<file path="src/urc_pkg.sv">
`timescale 1ns / 1ps
// urc_pkg: shared types, field widths and status codes for the udp receive checker
// used by urc_port_table and udp_receive_checker_core; no dependencies
package urc_pkg;

    localparam int DATA_W    = 8;
    localparam int IP_W      = 32;
    localparam int PORT_W    = 16;
    localparam int SINK_W    = 3;
    localparam int CNT_W     = 17;
    localparam int SUM_W     = 16;

    localparam int S_TDATA_W = 64;
    localparam int S_TUSER_W = 2;
    localparam int M_TDATA_W = 56;
    localparam int M_TUSER_W = 3;

    localparam logic [CNT_W-1:0] CNT_MAX   = '1;
    localparam logic [CNT_W-1:0] HDR_BYTES = 17'd8;
    localparam logic [SUM_W-1:0] UDP_PROTO = 16'd17;

    typedef enum logic [1:0] {
        ACT_BYTE  = 2'd0,
        ACT_OPEN  = 2'd1,
        ACT_CLOSE = 2'd2
    } t_action;

    typedef enum logic [2:0] {
        ST_DELIVERED = 3'd0,
        ST_LEN_ERR   = 3'd1,
        ST_CKS_ERR   = 3'd2,
        ST_UNREACH   = 3'd3,
        ST_OPENED    = 3'd4,
        ST_CLOSED    = 3'd5,
        ST_FULL      = 3'd6
    } t_status;

    typedef struct packed {
        logic              en;
        logic              open;
        logic [PORT_W-1:0] port;
        logic [SINK_W-1:0] sink;
    } t_tbl_edit;

    typedef struct packed {
        logic              hit;
        logic [SINK_W-1:0] sink;
    } t_tbl_hit;

    // end-around carry fold of a 17-bit sum whose value is at most 0x1fffe
    function automatic logic [SUM_W-1:0] oc_fold17(input logic [SUM_W:0] s);
        logic [SUM_W:0] t;
        t = {1'b0, s[SUM_W-1:0]} + {{SUM_W{1'b0}}, s[SUM_W]};
        return t[SUM_W-1:0];
    endfunction

endpackage

</file>
<file path="src/urc_port_table.sv">
`timescale 1ns / 1ps
// urc_port_table: table of open udp ports with their bound handler ids
// parallel match on every entry; depends on urc_pkg
module urc_port_table #(
    parameter int ENTRIES = 8
) (
    input  logic                    i_clk,
    input  logic                    i_rst_n,
    input  urc_pkg::t_tbl_edit      i_edit,
    input  logic [urc_pkg::PORT_W-1:0] i_lookup_port,
    output urc_pkg::t_tbl_hit       o_lookup,
    output logic                    o_full
);
    import urc_pkg::*;

    localparam logic [ENTRIES-1:0] ONE = ENTRIES'(1);

    logic [ENTRIES-1:0] r_valid;
    logic [PORT_W-1:0]  r_port [ENTRIES];
    logic [SINK_W-1:0]  r_sink [ENTRIES];

    logic [ENTRIES-1:0] w_edit_match;
    logic [ENTRIES-1:0] w_look_match;
    logic [ENTRIES-1:0] w_free;
    logic [ENTRIES-1:0] w_first_free;
    logic [ENTRIES-1:0] w_target;
    logic [ENTRIES-1:0] n_valid;
    logic [SINK_W-1:0]  w_sink;
    logic               w_do_open;

    always_comb begin
        w_sink = '0;
        for (int i = 0; i < ENTRIES; i++) begin
            w_edit_match[i] = r_valid[i] && (r_port[i] == i_edit.port);
            w_look_match[i] = r_valid[i] && (r_port[i] == i_lookup_port);
            if (w_look_match[i]) begin
                w_sink = w_sink | r_sink[i];
            end
        end
    end

    // lowest free entry as a one-hot vector
    assign w_free       = ~r_valid;
    assign w_first_free = w_free & (~w_free + ONE);
    assign w_target     = (|w_edit_match) ? w_edit_match : w_first_free;
    assign o_full       = !(|w_edit_match) && !(|w_free);
    assign w_do_open    = i_edit.en && i_edit.open && !o_full;

    assign o_lookup.hit  = |w_look_match;
    assign o_lookup.sink = w_sink;

    always_comb begin
        n_valid = r_valid;
        if (w_do_open) begin
            n_valid = r_valid | w_target;
        end else if (i_edit.en && !i_edit.open) begin
            n_valid = r_valid & ~w_edit_match;
        end
    end

    always_ff @(posedge i_clk) begin
        if (!i_rst_n) begin
            r_valid <= '0;
        end else begin
            r_valid <= n_valid;
        end
    end

    always_ff @(posedge i_clk) begin
        for (int i = 0; i < ENTRIES; i++) begin
            if (w_do_open && w_target[i]) begin
                r_port[i] <= i_edit.port;
                r_sink[i] <= i_edit.sink;
            end
        end
    end

endmodule

</file>
<file path="src/udp_receive_checker_core.sv">
`timescale 1ns / 1ps
// udp_receive_checker_core: per-byte udp header capture, checksum, port demux verdict and port table edits
// path: an accepted word waits in the input register; its result is then registered in the result register
// throughput: one word per cycle unless a held result stalls; header, checksum and port match are one pass of logic
// reset: synchronous active low; clears the valid bits of both pipeline registers, the byte count,
// the port table valid bits and local_ip (zero)
module udp_receive_checker_core #(
    parameter int TABLE_ENTRIES = 8
) (
    input  logic                             i_clk,
    input  logic                             i_rst_n,
    // config: local_ip
    input  logic                             i_cfg_valid,
    output logic                             o_cfg_ready,
    input  logic [urc_pkg::IP_W-1:0]         i_cfg_data,
    // input stream
    input  logic                             i_s_tvalid,
    output logic                             o_s_tready,
    input  logic [urc_pkg::S_TDATA_W-1:0]    i_s_tdata,  // data[7:0] src_ip[39:8] port[55:40] sink_id[58:56]
    input  logic                             i_s_tlast,
    input  logic [urc_pkg::S_TUSER_W-1:0]    i_s_tuser,  // action[1:0]
    // result stream
    output logic                             o_m_tvalid,
    input  logic                             i_m_tready,
    output logic [urc_pkg::M_TDATA_W-1:0]    o_m_tdata,  // from_port[15:0] to_port[31:16] payload_len[47:32] sink_id_out[50:48]
    output logic [urc_pkg::M_TUSER_W-1:0]    o_m_tuser   // status[2:0]
);
    import urc_pkg::*;

    localparam logic [2:0] HP_SRC_HI = 3'd0;
    localparam logic [2:0] HP_SRC_LO = 3'd1;
    localparam logic [2:0] HP_DST_HI = 3'd2;
    localparam logic [2:0] HP_DST_LO = 3'd3;
    localparam logic [2:0] HP_LEN_HI = 3'd4;
    localparam logic [2:0] HP_LEN_LO = 3'd5;
    localparam logic [2:0] HP_CKS_HI = 3'd6;
    localparam logic [2:0] HP_CKS_LO = 3'd7;

    // configuration: local ip kept only as its folded pseudo-header share with the protocol
    logic [SUM_W-1:0] r_local_sum;
    logic [SUM_W+1:0] w_cfg_wide;
    logic [SUM_W:0]   w_cfg_f1;

    assign o_cfg_ready = 1'b1;
    assign w_cfg_wide  = {2'b0, i_cfg_data[31:16]} + {2'b0, i_cfg_data[15:0]} + {2'b0, UDP_PROTO};
    assign w_cfg_f1    = {1'b0, w_cfg_wide[SUM_W-1:0]} + {15'b0, w_cfg_wide[SUM_W+1:SUM_W]};

    always_ff @(posedge i_clk) begin
        if (!i_rst_n) begin
            r_local_sum <= UDP_PROTO;
        end else if (i_cfg_valid && o_cfg_ready) begin
            r_local_sum <= oc_fold17(w_cfg_f1);
        end
    end

    // input register
    logic              r_in_valid;
    t_action           r_act;
    logic [DATA_W-1:0] r_data;
    logic              r_last;
    logic [IP_W-1:0]   r_src_ip;
    logic [PORT_W-1:0] r_port;
    logic [SINK_W-1:0] r_sink;

    // result register
    logic              r_out_valid;
    t_status           r_status;
    logic [PORT_W-1:0] r_from_port;
    logic [PORT_W-1:0] r_to_port;
    logic [PORT_W-1:0] r_plen;
    logic [SINK_W-1:0] r_sink_out;

    // datagram state
    logic [CNT_W-1:0]  r_byte_count;
    logic [SUM_W-1:0]  r_sum_acc;
    logic [SUM_W-1:0]  r_peer_sum;
    logic [DATA_W-1:0] r_held;
    logic [PORT_W-1:0] r_hdr_src;
    logic [PORT_W-1:0] r_hdr_dst;
    logic [PORT_W-1:0] r_hdr_len;
    logic [PORT_W-1:0] r_rx_cks;

    logic w_is_byte, w_is_open, w_is_close;
    logic w_has_result, w_advance, w_s_accept, w_byte_go;

    assign w_is_byte    = (r_act == ACT_BYTE);
    assign w_is_open    = (r_act == ACT_OPEN);
    assign w_is_close   = (r_act == ACT_CLOSE);
    assign w_has_result = w_is_open || w_is_close || (w_is_byte && r_last);
    assign w_advance    = r_in_valid && (!w_has_result || !r_out_valid || i_m_tready);
    assign o_s_tready   = !r_in_valid || w_advance;
    assign w_s_accept   = i_s_tvalid && o_s_tready;
    assign w_byte_go    = w_advance && w_is_byte;

    always_ff @(posedge i_clk) begin
        if (!i_rst_n) begin
            r_in_valid <= 1'b0;
        end else if (w_s_accept) begin
            r_in_valid <= 1'b1;
        end else if (w_advance) begin
            r_in_valid <= 1'b0;
        end
    end

    always_ff @(posedge i_clk) begin
        if (w_s_accept) begin
            r_act    <= t_action'(i_s_tuser);
            r_data   <= i_s_tdata[7:0];
            r_last   <= i_s_tlast;
            r_src_ip <= i_s_tdata[39:8];
            r_port   <= i_s_tdata[55:40];
            r_sink   <= i_s_tdata[58:56];
        end
    end

    // per-byte header capture and running sum
    logic              w_first;
    logic              w_in_hdr;
    logic [CNT_W-1:0]  w_cnt_inc;
    logic [CNT_W-1:0]  n_byte_count;
    logic [PORT_W-1:0] n_hdr_src, n_hdr_dst, n_hdr_len, n_rx_cks;
    logic [SUM_W-1:0]  w_word;
    logic [SUM_W-1:0]  w_base_sum;
    logic [SUM_W-1:0]  n_sum_acc;
    logic [SUM_W-1:0]  n_peer_sum;
    logic [DATA_W-1:0] n_held;

    assign w_first   = (r_byte_count == '0);
    assign w_in_hdr  = (r_byte_count[CNT_W-1:3] == '0);
    assign w_cnt_inc = (r_byte_count == CNT_MAX) ? r_byte_count : r_byte_count + 17'd1;
    assign n_byte_count = r_last ? '0 : w_cnt_inc;

    always_comb begin
        n_hdr_src = w_first ? '0 : r_hdr_src;
        n_hdr_dst = w_first ? '0 : r_hdr_dst;
        n_hdr_len = w_first ? '0 : r_hdr_len;
        n_rx_cks  = w_first ? '0 : r_rx_cks;
        if (w_in_hdr) begin
            unique case (r_byte_count[2:0])
                HP_SRC_HI: n_hdr_src[15:8] = r_data;
                HP_SRC_LO: n_hdr_src[7:0]  = r_data;
                HP_DST_HI: n_hdr_dst[15:8] = r_data;
                HP_DST_LO: n_hdr_dst[7:0]  = r_data;
                HP_LEN_HI: n_hdr_len[15:8] = r_data;
                HP_LEN_LO: n_hdr_len[7:0]  = r_data;
                HP_CKS_HI: n_rx_cks[15:8]  = r_data;
                HP_CKS_LO: n_rx_cks[7:0]   = r_data;
                default:   n_hdr_src       = n_hdr_src;
            endcase
        end
    end

    // checksum field bytes count as zero; an odd final byte is padded
    always_comb begin
        w_word = '0;
        if (r_byte_count[0]) begin
            if (!(w_in_hdr && r_byte_count[2:0] == HP_CKS_LO)) begin
                w_word = {r_held, r_data};
            end
        end else if (r_last && !(w_in_hdr && r_byte_count[2:0] == HP_CKS_HI)) begin
            w_word = {r_data, 8'h00};
        end
    end

    logic [SUM_W:0] w_acc_raw, w_peer_raw;

    assign w_base_sum = w_first ? '0 : r_sum_acc;
    assign w_acc_raw  = {1'b0, w_base_sum} + {1'b0, w_word};
    assign n_sum_acc  = oc_fold17(w_acc_raw);
    assign w_peer_raw = {1'b0, r_src_ip[31:16]} + {1'b0, r_src_ip[15:0]};
    assign n_peer_sum = w_first ? oc_fold17(w_peer_raw) : r_peer_sum;
    assign n_held     = r_byte_count[0] ? r_held : r_data;

    always_ff @(posedge i_clk) begin
        if (!i_rst_n) begin
            r_byte_count <= '0;
        end else if (w_byte_go) begin
            r_byte_count <= n_byte_count;
        end
    end

    always_ff @(posedge i_clk) begin
        if (w_byte_go) begin
            r_sum_acc  <= n_sum_acc;
            r_peer_sum <= n_peer_sum;
            r_held     <= n_held;
            r_hdr_src  <= n_hdr_src;
            r_hdr_dst  <= n_hdr_dst;
            r_hdr_len  <= n_hdr_len;
            r_rx_cks   <= n_rx_cks;
        end
    end

    // final verdict: the order of one's complement additions does not change the result
    logic [SUM_W+2:0] w_fin_wide;
    logic [SUM_W:0]   w_fin_f1;
    logic [SUM_W-1:0] w_fin_sum;
    logic [SUM_W-1:0] w_expect;
    logic             w_len_err;
    logic             w_cks_err;

    assign w_fin_wide = {3'b0, w_base_sum} + {3'b0, w_word} + {3'b0, r_local_sum}
                      + {3'b0, n_peer_sum} + {3'b0, w_cnt_inc[SUM_W-1:0]};
    assign w_fin_f1   = {1'b0, w_fin_wide[SUM_W-1:0]} + {14'b0, w_fin_wide[SUM_W+2:SUM_W]};
    assign w_fin_sum  = oc_fold17(w_fin_f1);
    assign w_expect   = (~w_fin_sum == '0) ? '1 : ~w_fin_sum;
    assign w_len_err  = (w_cnt_inc < HDR_BYTES) || (w_cnt_inc < {1'b0, n_hdr_len})
                      || w_cnt_inc[CNT_W-1];
    assign w_cks_err  = (n_rx_cks != '0) && (n_rx_cks != w_expect);

    // port table
    t_tbl_edit w_edit;
    t_tbl_hit  w_hit;
    logic      w_full;

    assign w_edit.en   = w_advance && (w_is_open || w_is_close);
    assign w_edit.open = w_is_open;
    assign w_edit.port = r_port;
    assign w_edit.sink = r_sink;

    urc_port_table #(
        .ENTRIES (TABLE_ENTRIES)
    ) u_port_table (
        .i_clk         (i_clk),
        .i_rst_n       (i_rst_n),
        .i_edit        (w_edit),
        .i_lookup_port (n_hdr_dst),
        .o_lookup      (w_hit),
        .o_full        (w_full)
    );

    // result word
    t_status           n_status;
    logic [PORT_W-1:0] n_from_port, n_to_port, n_plen;
    logic [SINK_W-1:0] n_sink_out;
    logic [CNT_W-1:0]  w_plen_full;

    assign w_plen_full = w_cnt_inc - HDR_BYTES;

    always_comb begin
        n_from_port = '0;
        n_to_port   = r_port;
        n_plen      = '0;
        n_sink_out  = '0;
        if (w_is_open) begin
            n_status = w_full ? ST_FULL : ST_OPENED;
        end else if (w_is_close) begin
            n_status = ST_CLOSED;
        end else begin
            n_from_port = n_hdr_src;
            n_to_port   = n_hdr_dst;
            if (w_len_err) begin
                n_status = ST_LEN_ERR;
            end else begin
                n_plen = w_plen_full[PORT_W-1:0];
                if (w_cks_err) begin
                    n_status = ST_CKS_ERR;
                end else if (w_hit.hit) begin
                    n_status   = ST_DELIVERED;
                    n_sink_out = w_hit.sink;
                end else begin
                    n_status = ST_UNREACH;
                end
            end
        end
    end

    always_ff @(posedge i_clk) begin
        if (!i_rst_n) begin
            r_out_valid <= 1'b0;
        end else if (w_advance && w_has_result) begin
            r_out_valid <= 1'b1;
        end else if (i_m_tready) begin
            r_out_valid <= 1'b0;
        end
    end

    always_ff @(posedge i_clk) begin
        if (w_advance && w_has_result) begin
            r_status    <= n_status;
            r_from_port <= n_from_port;
            r_to_port   <= n_to_port;
            r_plen      <= n_plen;
            r_sink_out  <= n_sink_out;
        end
    end

    assign o_m_tvalid = r_out_valid;
    assign o_m_tuser  = r_status;
    assign o_m_tdata  = {5'b0, r_sink_out, r_plen, r_to_port, r_from_port};

`ifndef SYNTHESIS
    a_count_clear: assert property (@(posedge i_clk) disable iff (!i_rst_n)
        (w_byte_go && r_last) |=> (r_byte_count == '0))
        else $error("byte count not cleared after last byte");

    a_count_step: assert property (@(posedge i_clk) disable iff (!i_rst_n)
        (r_byte_count != $past(r_byte_count)) |->
        ((r_byte_count == '0) || (r_byte_count == $past(r_byte_count) + 17'd1)))
        else $error("byte count moved by other than one");

    a_port_result: assert property (@(posedge i_clk) disable iff (!i_rst_n)
        (r_out_valid && (r_status == ST_OPENED || r_status == ST_CLOSED
                         || r_status == ST_FULL))
        |-> (r_from_port == '0 && r_plen == '0 && r_sink_out == '0))
        else $error("port edit result carries datagram fields");
`endif

endmodule

</file>
<file path="config.mk">
export PLATFORM = sky130hd
export DESIGN_NAME = udp_receive_checker_core
export DESIGN_NICKNAME = d
export VERILOG_FILES = /design/src/urc_pkg.sv /design/src/urc_port_table.sv /design/src/udp_receive_checker_core.sv
export SDC_FILE = /design/constraint.sdc
export NUM_CORES = 1
export LEC_CHECK = 0
export ABC_AREA = 1
export BUFFER_PORTS_ARGS = -buffer_cell sky130_fd_sc_hd__buf_2
export CAP_MARGIN = 15
export CORE_MARGIN = 2
export CORE_UTILIZATION = 45
export DETAILED_ROUTE_END_ITERATION = 7
export GPL_ROUTABILITY_DRIVEN = 0
export PLACE_DENSITY = 0.64
export REMOVE_ABC_BUFFERS = 1
export SYNTH_ARGS = -nofsm -noshare
export SYNTH_HDL_FRONTEND = slang
export SYNTH_SLANG_ARGS = --single-unit
</file>
<file path="constraint.sdc">
create_clock -name i_clk -period 12.85 [get_ports i_clk]
set_input_delay 1.285 -clock i_clk [delete_from_list [all_inputs] [get_ports i_clk]]
set_output_delay 1.285 -clock i_clk [all_outputs]
set_load 0.1 [all_outputs]
</file>
==> impl_metrics.toml <==
[sta]
max_freq_mhz = 87.3
period_needed_ps = 11460
slew_headroom = 0.211
tightest_slew_ps = 1170
finalMaxSlewViolations = 0
hold_viol = 0
period_share = 0.892
clock_skew_ps = 35.2
rsz0062_at_grt = "false"
finalSetupTns_ps = 0
setup_viol = 0

[power_and_ir_drop]
finalPower_mw = 4.05
worst_ir_drop_vdd_uv = 193
p_leak_nw = 12.8
p_per_area_nw_per_um2 = 137

[critical_path]
rr_startpoint = "r_src_ip[2]$_DFFE_PP_"
endpoint_kind = "flip-flop"
reg2reg_slack_ps = 1390
timing.critical_path.mode_cell = "nand2_1"
cp.buffers_inverters = 11
cp.required_ps = 13200
crit_family = "simple AND/OR/NAND/NOR gates"
crit_type = "flip-flop to flip-flop"
arrival_ps = 11810
cp_max_fo = 31
slowest_delay_ps = 540
rr_endpoint = "o_m_tuser[1]$_DFFE_PP_"
crit_slowest_cell = "fa_1"
rr_worst_depth = 87
start_kind = "flip-flop"

[floorplan]
start_util = 0.455
die_area_um2 = 60200
die_h_um = 245
io-pin-count = 166
rows = 88
fp.dieW_um = 245
coreArea_um2 = 57700

[yosys]
ys_warn_count = 0
synthDistinctLibCells = 66
yosysTopAreaCell = "edfxtp_1"
syn_inst = 2923
synth_top_area_frac = 0.426
async_flop_share = 0
yosys-top-cells-area = "edfxtp_1, nand2_1, inv_1"
syn_avg_cell_area_um2 = 8.97
synth_edf_count = 372
synth_flop_cell = "edfxtp_1"
ys_ff_latch = 415
syn_area_um2 = 26200
ys_seq_area_frac = 0.459

[detailed_routing]
drt-pass1-iter-count = 6
wl_mm = 70.4
ant_nets = 0
via_per_inst = 5.34
vias = 20826
first_iter_violations = 1798
avgRoutedWirePerCell_um = 18.1
drc = 0

[min_path]
min_from = "r_byte_count[14]$_SDFFE_PN0P_"
min_path_type = "flip-flop to flip-flop"
whs_path_depth = 2
min_to = "r_byte_count[14]$_SDFFE_PN0P_"

[clock_network]
cts.sinks = 415
clk_latency_ps = 620
postCtsSetupBuffers = 0
cts_inserted_buffers = 46
cts_hold_buf = 0
cts_root_buffer = "clkbuf_16"
cts_resized = 0
htree_levels = 2
cts_tree = "built"
clock_path_buffers = 3
clkTransAtPathRegs_ps = 60

[global_route]
gr-usage-all-layers = 0.233
grt_overflow = 0
antenna_found_initial = 0
grt_max_degree = 61
grt_pass1_vias = 20341
grt_pass1_wl_mm = 110

[cells_and_area]
register_area_um2 = 12000
fin_nets = 3375
syn2layout_area_growth_pct = 12.5
multiInputGateArea_um2 = 12300
antenna_cells = 0
drive_above_1_share = 0.124
fillers = 5258

[run]
maxCapViolCount = 0

[placement]
dp.final_hpwl_mm = 52.6
io_buffers = 154

[run_status]
status = "complete, no violations"
power breakdown:
part	internal [mW]	switching (mW)	total (mW)
registers	1.51	0.0273	1.53
clock network	0.775	0.571	1.35
logic	0.379	0.789	1.17
layer usage:
layer	share of wire	wire (um)	vias to the layer above	GRT usage
met2	0.46	32200	746	0.379
met3	0.071	4990	132	0.0340
met5	0	0	-	0
li1	-	-	10093	-
met1	0.44	31200	9855	0.323
met4	0.028	1990	0	0.0715
synth_stat cells, drive strengths merged (2+ instances only):
| cell type | instances |
|---|---|
| a2111oi | 5 |
| a211oi | 9 |
| a21boi | 3 |
| a21oi | 136 |
| a221o | 2 |
| a221oi | 16 |
| a22o | 3 |
| a311oi | 3 |
| a31oi | 8 |
| and2 | 3 |
| and3 | 3 |
| buf | 31 |
| clkbuf | 29 |
| clkinv | 4 |
| conb | 2 |
| dfxtp | 43 |
| edfxtp | 372 |
| fa | 52 |
| ha | 121 |
| inv | 451 |
| nand2 | 643 |
| nand3 | 167 |
| nand3b | 7 |
| nand4 | 33 |
| nor2 | 263 |
| nor3 | 36 |
| nor3b | 4 |
| nor4 | 34 |
| o2111ai | 7 |
| o211ai | 3 |
| o21a | 10 |
| o21ai | 103 |
| o21bai | 10 |
| o221ai | 4 |
| o22ai | 34 |
| o31ai | 9 |
| or2 | 24 |
| or3 | 2 |
| xnor2 | 97 |
| xor2 | 129 |
metrics by stage:
step | std cells | setup WS, ps | hold slack (ps) | utilization | cell area (um2)
floorplan | 2867 | 3110 | 445 | - | 26000
global placement | 3812 | 1780 | 457 | 0.484 | 27900
detailed placement | 3813 | 1450 | 477 | 0.484 | 27900
CTS | 3896 | 1420 | 488 | 0.511 | 29500
global route | 3898 | 206 | 517 | 0.511 | 29500
finish | 3898 | 1390 | 487 | 0.511 | 29500
worst reg2reg max path, delay by kind of cell (launching register included):
family / cells / cell delay, ps
AND/OR/NAND/NOR: 59 / 6220
buffers and inverters: 11 / 710
flip-flops: 1 / 370
XOR/XNOR: 2 / 360
AO/OA/AOI/OAI: 8 / 1310
adder cells (fa/ha/maj): 7 / 2280
worst max-delay path by stage:
stage	to	slack (ps)	cells after the start	from
detailed placement	o_m_tuser[1]$_DFFE_PP_	1450	86	r_src_ip[2]$_DFFE_PP_
floorplan	o_m_tuser[1]$_DFFE_PP_	3110	87	r_src_ip[2]$_DFFE_PP_
global route	o_m_tuser[1]$_DFFE_PP_	210	88	r_src_ip[16]$_DFFE_PP_
CTS	o_m_tuser[1]$_DFFE_PP_	1420	85	r_src_ip[2]$_DFFE_PP_
finish	o_m_tuser[1]$_DFFE_PP_	1390	87	r_src_ip[2]$_DFFE_PP_
global placement	o_m_tuser[1]$_DFFE_PP_	1780	86	r_src_ip[2]$_DFFE_PP_
cells in the final DEF (no fill, tap or decap), types with 43 or more instances in the layout:
| cell | count |
|---|---|
| edfxtp_1 | 372 |
| o21ai_0 | 89 |
| inv_1 | 427 |
| xor2_1 | 128 |
| clkbuf_16 | 47 |
| nor2_1 | 242 |
| nand3_1 | 153 |
| fa_1 | 52 |
| dfxtp_1 | 43 |
| nand2_1 | 607 |
| a21oi_1 | 129 |
| ha_1 | 121 |
| xnor2_1 | 97 |
| buf_2 | 154 |
registers in the layout (all words and copies together) (netlist names), 17 cells and up:
name / flops
u_port_table.r_port: 128
r_byte_count: 17
u_port_table.r_sink: 24
r_src_ip: 32
cell families after synthesis:
kind of cell | share of synthesized area
AOI/OAI and AO/OA | 0.0849
buffers and inverters | 0.0763
muxes | 0.000382
and+or+nand+nor | 0.206
xor gates and xnor gates | 0.0757
DFF | 0.459
other | 0.000286
adders and majority gates | 0.0974
final cells by class:
type                            count  area share
Clock inverter                     26      0.0100
Clock buffer                       57      0.0422
Inverter                          455      0.0579
Sequential cell                   415       0.408
Tap cell                          765      0.0324
Multi-Input combinational cell   1997       0.415
Timing Repair Buffer              183      0.0343
Note: power is estimated with default switching activity, not from simulation.
